[config.mk]
export PLATFORM = sky130hd
export DESIGN_NAME = base58_codec_u64_flat
export DESIGN_NICKNAME = d
export VERILOG_FILES = /design/src/rtl/b58_pkg.sv /design/src/rtl/b58_if.sv /design/src/rtl/base58_codec_u64.sv /design/src/rtl/b58_div_nib.sv /design/src/flat_wrapper.sv
export SDC_FILE = /design/constraint.sdc
export NUM_CORES = 1
export LEC_CHECK = 0
export BUFFER_PORTS_ARGS = -buffer_cell sky130_fd_sc_hd__buf_2
export CORE_MARGIN = 8
export CORE_UTILIZATION = 56
export DETAILED_ROUTE_END_ITERATION = 6
export GPL_TIMING_DRIVEN = 0
export PLACE_DENSITY = 0.85
export SYNTH_ARGS = -nofsm -noshare
export SYNTH_HDL_FRONTEND = slang
export SYNTH_HIERARCHICAL = 1
export SYNTH_SLANG_ARGS = --single-unit
[constraint.sdc]
create_clock -name clock -period 14.8 [get_ports clock]
set_clock_uncertainty 0.2 [all_clocks]
set_input_delay 2.22 -clock clock [delete_from_list [all_inputs] [get_ports clock]]
set_output_delay 2.22 -clock clock [all_outputs]
set_load 0.02 [all_outputs]
[src/rtl/b58_pkg.sv]
// Shared constants and alphabet functions for the base58 integer codec.
// No dependencies; every other file imports this package.
package b58_pkg;

   localparam int RADIX       = 58;
   localparam int MAX_SYMBOLS = 11;
   localparam int DIGIT_DEPTH = 11;
   localparam int VALUE_W     = 64;
   localparam int NIB_W       = 4;
   localparam int DIGIT_W     = 6;
   localparam int SYM_W       = 8;
   localparam int CNT_W       = 4;
   localparam int IDX_W       = $clog2(DIGIT_DEPTH);
   localparam int STEPS       = VALUE_W / NIB_W;
   localparam int STEP_W      = $clog2(STEPS);
   localparam int PROD_W      = 10;

   localparam logic [0:0] MODE_ENCODE = 1'b0;
   localparam logic [0:0] MODE_DECODE = 1'b1;

   typedef logic [DIGIT_W-1:0] digit_type;
   typedef logic [SYM_W-1:0]   sym_type;

   typedef struct packed {
      logic      valid;
      digit_type digit;
   } dec_digit_type;

   // Map a digit value 0..57 to its ASCII symbol.
   function automatic sym_type sym_of(input digit_type d);
      sym_type dv;
      sym_type s;
      dv = SYM_W'(d);
      if (dv < 8'd9)       s = 8'h31 + dv;
      else if (dv < 8'd17) s = 8'h41 + dv - 8'd9;
      else if (dv < 8'd22) s = 8'h4A + dv - 8'd17;
      else if (dv < 8'd33) s = 8'h50 + dv - 8'd22;
      else if (dv < 8'd44) s = 8'h61 + dv - 8'd33;
      else                 s = 8'h6D + dv - 8'd44;
      return s;
   endfunction

   // Map an ASCII symbol to its digit value; valid is low outside the alphabet.
   function automatic dec_digit_type digit_of(input sym_type c);
      dec_digit_type r;
      sym_type       v;
      r.valid = 1'b1;
      v       = '0;
      if (c >= 8'h31 && c <= 8'h39)      v = c - 8'h31;
      else if (c >= 8'h41 && c <= 8'h48) v = c - 8'h41 + 8'd9;
      else if (c >= 8'h4A && c <= 8'h4E) v = c - 8'h4A + 8'd17;
      else if (c >= 8'h50 && c <= 8'h5A) v = c - 8'h50 + 8'd22;
      else if (c >= 8'h61 && c <= 8'h6B) v = c - 8'h61 + 8'd33;
      else if (c >= 8'h6D && c <= 8'h7A) v = c - 8'h6D + 8'd44;
      else                               r.valid = 1'b0;
      r.digit = v[DIGIT_W-1:0];
      return r;
   endfunction

endpackage

[src/rtl/b58_if.sv]
// Valid/ready channel interfaces for the base58 codec request and response.
// Depends on b58_pkg for field widths.
interface b58_req_if import b58_pkg::*; ();
   logic                 valid;
   logic                 ready;
   logic                 mode;
   logic [VALUE_W-1:0]   number;
   logic [SYM_W-1:0]     symbol;
   logic                 final_symbol;

   modport source (output valid, mode, number, symbol, final_symbol, input ready);
   modport sink   (input valid, mode, number, symbol, final_symbol, output ready);
endinterface

interface b58_rsp_if import b58_pkg::*; ();
   logic                 valid;
   logic                 ready;
   logic [SYM_W-1:0]     symbol_out;
   logic [VALUE_W-1:0]   value_out;
   logic                 ok;
   logic                 run_end;

   modport source (output valid, symbol_out, value_out, ok, run_end, input ready);
   modport sink   (input valid, symbol_out, value_out, ok, run_end, output ready);
endinterface

[src/rtl/base58_codec_u64.sv]
// Base58 codec for 64-bit unsigned integers. Encode finds each base58 digit
// with a nibble-serial divide by 58 that walks the 64-bit value four bits a
// cycle, then sends one symbol per cycle while the response register is not
// held; a zero value skips the divide. The response register lets the last
// symbol wait while a new transaction is taken. Decode runs a nibble-serial
// multiply-by-58 of the accumulator for each symbol; a bad or excess symbol
// skips the multiply. The final symbol then passes through S_RES, which loads
// the result into the response register.
// Depends on b58_pkg, b58_if and b58_div_nib.
module base58_codec_u64 import b58_pkg::*; (
   input  logic       clock,
   input  logic       reset,
   b58_req_if.sink    req,
   b58_rsp_if.source  rsp
);

   localparam logic [2:0] S_IDLE = 3'd0;
   localparam logic [2:0] S_DIV  = 3'd1;
   localparam logic [2:0] S_EMIT = 3'd2;
   localparam logic [2:0] S_MUL  = 3'd3;
   localparam logic [2:0] S_RES  = 3'd4;

   logic [2:0]          state_ff, state_in;
   logic [VALUE_W-1:0]  acc_ff, acc_in;
   logic [CNT_W-1:0]    cnt_ff, cnt_in;
   logic                derr_ff, derr_in;
   logic                last_ff, last_in;
   logic                resdec_ff, resdec_in;
   logic [VALUE_W-1:0]  rem_ff, rem_in;
   logic [DIGIT_W-1:0]  rmd_ff, rmd_in;
   logic [DIGIT_W-1:0]  car_ff, car_in;
   logic [STEP_W-1:0]   step_ff, step_in;
   logic [IDX_W-1:0]    ndig_ff, ndig_in;
   logic [IDX_W-1:0]    emit_ff, emit_in;
   digit_type           dbuf_ff [DIGIT_DEPTH];
   logic                dbuf_we;

   logic                rsp_valid_ff, rsp_valid_in;
   logic [SYM_W-1:0]    sym_ff, sym_in;
   logic [VALUE_W-1:0]  val_ff, val_in;
   logic                ok_ff, ok_in;
   logic                end_ff, end_in;

   logic [NIB_W-1:0]    quo_nib;
   logic [DIGIT_W-1:0]  rmd_nxt;
   logic [PROD_W-1:0]   prod;
   dec_digit_type       dd;
   logic [CNT_W-1:0]    cnt_inc;
   logic                err_new;
   logic                slot_free;
   logic                accept;

   b58_div_nib u_div (
      .rmd_i (rmd_ff),
      .nib_i (rem_ff[VALUE_W-1 -: NIB_W]),
      .quo_o (quo_nib),
      .rmd_o (rmd_nxt)
   );

   assign accept    = req.valid && req.ready;
   assign req.ready = (state_ff == S_IDLE);
   assign slot_free = !rsp_valid_ff || rsp.ready;

   assign rsp.valid      = rsp_valid_ff;
   assign rsp.symbol_out = sym_ff;
   assign rsp.value_out  = val_ff;
   assign rsp.ok         = ok_ff;
   assign rsp.run_end    = end_ff;

   // Nibble-serial accumulator multiply: carry absorbs the new digit up front.
   assign prod    = PROD_W'(acc_ff[NIB_W-1:0]) * PROD_W'(RADIX) + PROD_W'(car_ff);
   assign dd      = digit_of(req.symbol);
   assign cnt_inc = (cnt_ff == {CNT_W{1'b1}}) ? cnt_ff : cnt_ff + 1'b1;
   assign err_new = derr_ff || (cnt_inc > CNT_W'(MAX_SYMBOLS)) || !dd.valid;

   always_comb begin
      state_in     = state_ff;
      acc_in       = acc_ff;
      cnt_in       = cnt_ff;
      derr_in      = derr_ff;
      last_in      = last_ff;
      resdec_in    = resdec_ff;
      rem_in       = rem_ff;
      rmd_in       = rmd_ff;
      car_in       = car_ff;
      step_in      = step_ff;
      ndig_in      = ndig_ff;
      emit_in      = emit_ff;
      dbuf_we      = 1'b0;
      rsp_valid_in = rsp_valid_ff && !rsp.ready;
      sym_in       = sym_ff;
      val_in       = val_ff;
      ok_in        = ok_ff;
      end_in       = end_ff;

      case (state_ff)
         S_IDLE: begin
            if (accept) begin
               if (req.mode == MODE_ENCODE) begin
                  resdec_in = 1'b0;
                  rem_in    = req.number;
                  rmd_in    = '0;
                  step_in   = '0;
                  ndig_in   = '0;
                  state_in  = (req.number == '0) ? S_RES : S_DIV;
               end else begin
                  resdec_in = 1'b1;
                  cnt_in    = cnt_inc;
                  derr_in   = err_new;
                  last_in   = req.final_symbol;
                  car_in    = dd.digit;
                  step_in   = '0;
                  if (!err_new) begin
                     state_in = S_MUL;
                  end else if (req.final_symbol) begin
                     state_in = S_RES;
                  end
               end
            end
         end
         S_DIV: begin
            rem_in  = {rem_ff[VALUE_W-NIB_W-1:0], quo_nib};
            rmd_in  = rmd_nxt;
            step_in = step_ff + 1'b1;
            if (step_ff == STEP_W'(STEPS - 1)) begin
               dbuf_we = 1'b1;
               ndig_in = ndig_ff + 1'b1;
               rmd_in  = '0;
               if (rem_in == '0) begin
                  emit_in  = ndig_ff;
                  state_in = S_EMIT;
               end else if (ndig_ff == IDX_W'(MAX_SYMBOLS - 1)) begin
                  // value needs more digits than allowed
                  state_in = S_RES;
               end
            end
         end
         S_EMIT: begin
            if (slot_free) begin
               rsp_valid_in = 1'b1;
               sym_in       = sym_of(dbuf_ff[emit_ff]);
               val_in       = '0;
               ok_in        = 1'b1;
               end_in       = (emit_ff == '0);
               emit_in      = emit_ff - 1'b1;
               if (emit_ff == '0) begin
                  state_in = S_IDLE;
               end
            end
         end
         S_MUL: begin
            acc_in  = {prod[NIB_W-1:0], acc_ff[VALUE_W-1:NIB_W]};
            car_in  = prod[PROD_W-1:NIB_W];
            step_in = step_ff + 1'b1;
            if (step_ff == STEP_W'(STEPS - 1)) begin
               // carry out of the top nibble means the value overflowed
               if (prod[PROD_W-1:NIB_W] != '0) begin
                  derr_in = 1'b1;
               end
               state_in = last_ff ? S_RES : S_IDLE;
            end
         end
         S_RES: begin
            if (slot_free) begin
               rsp_valid_in = 1'b1;
               sym_in       = '0;
               end_in       = 1'b1;
               if (resdec_ff) begin
                  ok_in   = !derr_ff;
                  val_in  = derr_ff ? '0 : acc_ff;
                  acc_in  = '0;
                  cnt_in  = '0;
                  derr_in = 1'b0;
               end else begin
                  ok_in   = 1'b0;
                  val_in  = '0;
               end
               state_in = S_IDLE;
            end
         end
         default: begin
            state_in = S_IDLE;
         end
      endcase
   end

   always_ff @(posedge clock) begin
      if (reset) begin
         state_ff     <= S_IDLE;
         acc_ff       <= '0;
         cnt_ff       <= '0;
         derr_ff      <= 1'b0;
         rem_ff       <= '0;
         rsp_valid_ff <= 1'b0;
      end else begin
         state_ff     <= state_in;
         acc_ff       <= acc_in;
         cnt_ff       <= cnt_in;
         derr_ff      <= derr_in;
         rem_ff       <= rem_in;
         rsp_valid_ff <= rsp_valid_in;
      end
   end

   always_ff @(posedge clock) begin
      last_ff   <= last_in;
      resdec_ff <= resdec_in;
      rmd_ff    <= rmd_in;
      car_ff    <= car_in;
      step_ff   <= step_in;
      ndig_ff   <= ndig_in;
      emit_ff   <= emit_in;
      sym_ff    <= sym_in;
      val_ff    <= val_in;
      ok_ff     <= ok_in;
      end_ff    <= end_in;
      if (dbuf_we) begin
         dbuf_ff[ndig_ff] <= rmd_nxt;
      end
   end

endmodule

[src/rtl/b58_div_nib.sv]
// Four steps of restoring division by 58: folds one dividend nibble into the
// running remainder and yields four quotient bits. Depends on b58_pkg.
module b58_div_nib import b58_pkg::*; (
   input  logic [DIGIT_W-1:0] rmd_i,
   input  logic [NIB_W-1:0]   nib_i,
   output logic [NIB_W-1:0]   quo_o,
   output logic [DIGIT_W-1:0] rmd_o
);

   always_comb begin
      logic [DIGIT_W:0] r;
      r     = {1'b0, rmd_i};
      quo_o = '0;
      for (int i = NIB_W - 1; i >= 0; i--) begin
         r = {r[DIGIT_W-1:0], nib_i[i]};
         if (r >= (DIGIT_W+1)'(RADIX)) begin
            r        = r - (DIGIT_W+1)'(RADIX);
            quo_o[i] = 1'b1;
         end
      end
      rmd_o = r[DIGIT_W-1:0];
   end

endmodule
[src/flat_wrapper.sv]
// flat-port wrapper written by rule: the top's interface ports become plain ports
module base58_codec_u64_flat import b58_pkg::*;
  (clock, reset, req_valid, req_mode, req_number, req_symbol, req_final_symbol, req_ready, rsp_valid, rsp_symbol_out, rsp_value_out, rsp_ok, rsp_run_end, rsp_ready);
  b58_req_if req_i ();
  b58_rsp_if rsp_i ();
  input  logic clock;
  input  logic reset;
  input wire logic [$bits(req_i.valid)-1:0] req_valid;
  input wire logic [$bits(req_i.mode)-1:0] req_mode;
  input wire logic [$bits(req_i.number)-1:0] req_number;
  input wire logic [$bits(req_i.symbol)-1:0] req_symbol;
  input wire logic [$bits(req_i.final_symbol)-1:0] req_final_symbol;
  output wire logic [$bits(req_i.ready)-1:0] req_ready;
  output wire logic [$bits(rsp_i.valid)-1:0] rsp_valid;
  output wire logic [$bits(rsp_i.symbol_out)-1:0] rsp_symbol_out;
  output wire logic [$bits(rsp_i.value_out)-1:0] rsp_value_out;
  output wire logic [$bits(rsp_i.ok)-1:0] rsp_ok;
  output wire logic [$bits(rsp_i.run_end)-1:0] rsp_run_end;
  input wire logic [$bits(rsp_i.ready)-1:0] rsp_ready;
  assign req_i.valid = req_valid;
  assign req_i.mode = req_mode;
  assign req_i.number = req_number;
  assign req_i.symbol = req_symbol;
  assign req_i.final_symbol = req_final_symbol;
  assign req_ready = req_i.ready;
  assign rsp_valid = rsp_i.valid;
  assign rsp_symbol_out = rsp_i.symbol_out;
  assign rsp_value_out = rsp_i.value_out;
  assign rsp_ok = rsp_i.ok;
  assign rsp_run_end = rsp_i.run_end;
  assign rsp_i.ready = rsp_ready;
  base58_codec_u64 u_core (.clock(clock), .reset(reset), .req(req_i), .rsp(rsp_i));
endmodule
==> flow_summary.yaml, run 1 <==
floorplan:
  core_um2: 26880
  die_h_um: 181.2
  fp.dieW_um: 181.2
  ioPinCount: 154
  die_area_um2: 32830
  fp-row-count: 60
  start_util: 0.5685
synth:
  synthFlopType: "edfxtp_1"
  synth_area_um2: 15280
  synth_edf_count: 166
  syn_nets: 1624
  yosysUniqueCellTypes: 100
  synth_warnings: 6
  synth_top_area_cell: "edfxtp_1"
  netlist.area_leader.share: 0.3262
  ys_ff_latch: 307
  ys_seq_area_frac: 0.5110
  synthCells: 1493
  synth_area_per_cell_um2: 10.23
  async_reset_ff_frac: 0
  synth_area_leaders: "edfxtp_1, dfxtp_1, nor2_1, nand2_1, ha_1"
detailed_routing:
  firstDrtPassIters: 7
  via_per_inst: 6.147
  remaining_drc_errors: 0
  first_iter_violations: 1363
  antenna_left: 0
  routed-via-count: 12577
  post_drt_wl_per_cell_um: 19.04
  wirelength_mm: 38.95
final_layout:
  drive_gt1_frac: 0.1649
  area_growth_pct: 14.53
  final_nets: 1811
  final_common_cell: "nor2_1"
  finish.utilization: 0.6512
  final_cell_mix: "nor2_1, nand2_1, edfxtp_1"
power:
  leakage_nw: 6.725
  powerDensity_nw_per_um2: 203.7
  peakVddDrop_uv: 169.8
global_route:
  grt_pass1_vias: 12323
  grt_first_pass_wirelength_mm: 62.67
  grt_max_degree: 39
  antenna_found_initial: 0
  grtUsageTotal: 0.2273
  grt.overflow.total: 0
sta:
  fin_setup_tns_ns: 0
  drv_slew: 0
  slew_headroom: 0.3355
  period_needed_ns: 8.156
  max_freq_mhz: 122.6
  hold_viol: 0
  rsz0062_at_grt: "false"
  min_period_over_period: 0.5511
  worst_slew_pin_slew_ns: 0.9896
  setup_violations: 0
  fin_hold_ws_ns: 0.2926
place:
  port_buffers: 152
  hpwl_mm: 27.84
  gp_congestion: 0.9170
clocking:
  hold_buffers: 0
  cts_sinks: 307
  postCtsSetupRepairBufs: 0
  path_clk_slew_ns: 0.06
  cts_inserted_buffers: 31
  root_buffer: "clkbuf_16"
  cts_tree: "yes"
  htreeDepth: 1
  clk_latency_ns: 0.56
  cts.path.max_buffers: 3
  ctsResizeCount: 0
min_path:
  hp-class: "flop to flop"
worst_setup_path:
  crit_arrival_ns: 8.39
  crit_path_start_kind: "flop"
  worstSetupPathType: "flop to flop"
  cp.required_ns: 15.03
  path_max_fanout: 10
  end_kind: "flop"
outcome:
  status: "finished, final reports clean"
flow_run:
  cap_violations: 0
==> logic make-up after synthesis <==
kind of cell,synth area share
buffers and inverters,0.03857
and+or+nand+nor,0.1944
xor gates and xnor gates,0.01744
DFF,0.5110
AOI/OAI and AO/OA,0.1603
adders and majority gates,0.04586
muxes,0.03243
==> synthesized netlist by cell type (14+ instances only) <==
master / n
nor2_1: 188
nand2_1: 182
edfxtp_1: 166
dfxtp_1: 141
and2_1: 85
a311oi_1: 67
a22oi_1: 66
clkbuf_1: 65
ha_1: 48
a21oi_1: 47
nor4_1: 40
inv_1: 39
o21ai_0: 28
nor3_1: 21
mux2i_1: 20
nand3_1: 18
nand2b_1: 15
xnor2_1: 15
nand4_1: 14
==> stage by stage <==
stage	worst slack (ns)	power, mW	instance area (um^2)	instances
after floorplan	8.279	2.378	15280	1493
after global placement	7.059	2.723	16470	1986
after detailed placement	6.849	2.785	16510	1988
after CTS	6.735	3.545	17500	2045
after global routing	6.169	3.744	17500	2045
final	6.644	3.564	17500	2046
==> worst max-delay path, cell delays in order (launching register included) <==
cell	delay, ns
edfxtp_1	0.46
inv_1	0.14
ha_1	0.28
and4b_1	0.31
a211oi_2	0.09
o21ai_0	0.46
ha_1	0.39
inv_1	0.13
o2bb2ai_1	0.16
a221o_1	0.40
a31oi_2	0.37
xnor2_1	0.20
ha_1	0.28
a21oi_1	0.19
mux2i_2	0.14
o31ai_2	0.53
xnor2_1	0.23
inv_1	0.10
ha_1	0.23
o21ai_0	0.12
or4_4	0.44
a41o_4	0.26
nor4_1	0.16
nand4_1	0.11
nor4_1	0.41
nand2_1	0.17
a21oi_1	0.63
mux2_2	0.43
==> power breakdown <==
part	total, mW	switching [mW]	internal, mW
combinational	1.42	0.948	0.470
sequential	1.39	0.117	1.27
clock	0.757	0.322	0.435
==> worst paths after layout <==
check                    startpoint           endpoint  slack, ns  depth (start not counted)
setup / recovery   u_core/rmd_ff[0]               flop       6.64                         27
hold / removal    u_core/rem_ff[37]  u_core/rem_ff[41]       0.29                          2
setup reg to reg   u_core/rmd_ff[0]               flop       6.64                         27
hold reg to reg   u_core/rem_ff[37]  u_core/rem_ff[41]       0.29                          2
==> layer usage <==
metal	vias up	track usage	part of all wire
met2	565	0.3813	0.48
met5	-	0	0
li1	5890	-	-
met1	6020	0.2952	0.42
met3	102	0.03771	0.072
met4	0	0.07576	0.032
==> layout make-up <==
| type | count | area, um^2 |
|---|---|---|
| diodes | 1 | 2.502 |
| plain buffers | 90 | 427.9 |
| clock buffers | 41 | 844.6 |
| clock inverters | 16 | 138.9 |
| fillers | 2004 | 9375 |
| inverters | 43 | 161.4 |
| multi-input cells | 1053 | 6890 |
| flip-flops and latches | 307 | 7807 |
| well taps | 341 | 426.7 |
| repair buffers | 154 | 800.8 |
==> flip-flops by register name, indices dropped and copies added (netlist names), named ones only <==
register,cells
u_core/last_ff,1
u_core/car_ff,6
u_core/dbuf_ff,66
u_core/ndig_ff,4
u_core/rem_ff,64
u_core/rsp.symbol_out,8
u_core/rsp.run_end,1
u_core/rsp.value_out,64
u_core/rsp.valid,1
u_core/step_ff,4
u_core/resdec_ff,1
u_core/cnt_ff,4
u_core/rsp.ok,1
u_core/state_ff,3
u_core/rmd_ff,6
u_core/acc_ff,64
u_core/derr_ff,1
u_core/emit_ff,4
No activity file was read; power rests on OpenSTA's default activity.
==> inputs of run 2 (changes only) <==
clock period = 8.2 ns   (was 14.8 ns; I/O delays follow)
==> run 2 against run 1 <==
Effect of this change:
- first-iteration DRC count grew 8.3%
- sequential share of layout area is essentially flat
- global-route usage unchanged
- cell area hardly changed
- via count about the same
- die area unchanged
- combinational power rose by 80%
- clock-buffer cell count unchanged
==> flow_summary.yaml, run 2 (same netlist as run 1, synthesis figures left out) <==
outcome:
  status: "finished, final reports clean"
power:
  leakage_nw: 6.726
  sequentialPowerShare: 0.390
  p_sw_mw: 2.502
  power_frac_clock: 0.212
  switching_share: 0.3889
  powerDensity_nw_per_um2: 367.3
  p_comb_frac: 0.398
  peakVddDrop_uv: 301.0
  p_int_mw: 3.931
detailed_routing:
  wl_met2_mm: 18.48
  antenna_left: 0
  via_per_inst: 6.150
  highest_layer: "met4"
  firstDrtPassIters: 6
  first_iter_violations: 1476
  wirelength_mm: 39.00
  m1WireLength_mm: 16.40
  routed-via-count: 12583
  wl_met3_mm: 2.899
  post_drt_wl_per_cell_um: 19.06
  remaining_drc_errors: 0
clocking:
  path_clk_slew_ns: 0.06
  cts_inserted_buffers: 31
  cts.path.max_buffers: 3
  cts_sinks: 307
  root_buffer: "clkbuf_16"
  cts_tree: "yes"
  clk_latency_ns: 0.56
  htreeDepth: 1
sta:
  fin_setup_tns_ns: 0
  setup_violations: 0
  hold_viol: 0
  worst_slew_pin_slew_ns: 0.9612
  drv_slew: 0
  fin_hold_ws_ns: 0.2926
  min_period_over_period: 0.9503
  max_freq_mhz: 128.3
  period_needed_ns: 7.793
  rsz0062_at_grt: "false"
  slew_headroom: 0.3546
final_layout:
  seqCellArea_um2: 7807
  final_common_cell: "nor2_1"
  fillers: 2002
  multi_input_area_um2: 6902
  area_growth_pct: 14.61
  drive_gt1_frac: 0.1655
  final_cell_mix: "nor2_1, nand2_1, edfxtp_1"
  largest-register: "u_core/dbuf_ff"
  largest_reg_flops: 66
  final_nets: 1811
worst_setup_path:
  crit_path_start_kind: "flop"
  reg2reg_to: "u_core/state_ff[2]"
  cp_num_cells: 28
  max_stage_delay_ns: 0.53
  end_kind: "flop"
  crit_start: "u_core/rmd_ff[0]"
  cp-endpoint: "u_core/state_ff[2]"
  critPathMostFrequentCell: "ha_1"
  cp_slowest_cell: "o31ai_2"
  path_max_fanout: 7
  crit_arrival_ns: 8.06
  reg2reg_setup_slack_ns: 0.41
  cp.required_ns: 8.46
  crit_buf_inv: 3
  critPathTopFamily: "compound AO/OA/AOI/OAI gates"
  reg2reg_from: "u_core/rmd_ff[0]"
  r2r_cells: 28
  worstSetupPathType: "flop to flop"
global_route:
  grt.overflow.total: 0
  antenna_found_initial: 0
  grtUsageTotal: 0.2273
  grt_max_degree: 39
  grt_first_pass_wirelength_mm: 62.67
  grt_pass1_vias: 12323
min_path:
  hp-class: "flop to flop"
floorplan:
  fp-row-count: 60
  die_h_um: 181.2
  core_um2: 26880
  die_area_um2: 32830
  start_util: 0.5685
  ioPinCount: 154
  fp.dieW_um: 181.2
place:
  hpwl_mm: 27.84
  gp_congestion: 0.9170
  port_buffers: 152
flow_run:
  cap_violations: 0
-- run 2: cell count changes in the layout (fill, tap and decap cells not counted) --
cell | previous run | this run
a21oi_4 | 0 | 1
a21oi_1 | 47 | 46
o21ai_1 | 3 | 4
o21ai_0 | 28 | 27
-- run 2: power groups by stage --
stage / Clock (mW) / Combinational, mW / Sequential (mW)
final: 1.37 / 2.56 / 2.51
after floorplan: 0 / 1.68 / 2.61
after CTS: 1.38 / 2.52 / 2.50
after detailed placement: 0 / 2.50 / 2.53
after global routing: 1.44 / 2.79 / 2.54
after global placement: 0 / 2.37 / 2.54
-- run 2: cell type report --
type	instances	share of cell area
diodes	1	0.0001429
repair buffers	154	0.04573
flip-flops and latches	307	0.4458
clock buffers	41	0.04823
inverters	43	0.009217
well taps	341	0.02436
clock inverters	16	0.007931
plain buffers	90	0.02444
multi-input cells	1053	0.3941
-- run 2: routing by layer --
| layer | track usage | vias to the layer above |
|---|---|---|
| li1 | - | 5898 |
| met1 | 0.2952 | 5996 |
| met2 | 0.3813 | 592 |
| met3 | 0.03771 | 97 |
| met4 | 0.07576 | 0 |
| met5 | 0 | - |
-- run 2: timing repair --
action	4_1_cts	5_1_grt
hold buffers	0	0
hold endpoints to repair	0	0
resized for setup	0	3
setup buffers	0	0
endpoints found under the setup margin	0	10
-- run 2: per-stage QoR --
| stage | power [mW] | utilization | setup slack [ns] | instances | cell area (um^2) |
|---|---|---|---|---|---|
| 5_1_grt | 6.761 | 0.6515 | 0.01998 | 2045 | 17510 |
| 3_5_place_dp | 5.027 | 0.6145 | 0.2488 | 1988 | 16510 |
| 3_3_place_gp | 4.915 | 0.6127 | 0.4589 | 1986 | 16470 |
| 4_1_cts | 6.399 | 0.6511 | 0.1353 | 2045 | 17500 |
| 2_1_floorplan | 4.292 | - | 1.679 | 1493 | 15280 |
| 6_report | 6.432 | 0.6516 | 0.4072 | 2046 | 17510 |
-- run 2: how the worst min path moves through the flow --
stage                            startpoint                end  cells past startpoint
after detailed placement  u_core/rem_ff[37]  u_core/rem_ff[41]                      2
after global placement    u_core/acc_ff[63]  u_core/acc_ff[63]                      2
final                     u_core/rem_ff[37]  u_core/rem_ff[41]                      2
after floorplan           u_core/acc_ff[63]  u_core/acc_ff[63]                      2
after global routing      u_core/acc_ff[63]  u_core/acc_ff[63]                      2
after CTS                 u_core/acc_ff[63]  u_core/acc_ff[63]                      2
-- run 2: worst min-delay path: cells and delay by family (launching register included) --
family | cells | cell delay (ns)
DFF | 1 | 0.32
AOI/OAI and AO/OA | 1 | 0.07
and+or+nand+nor | 1 | 0.05
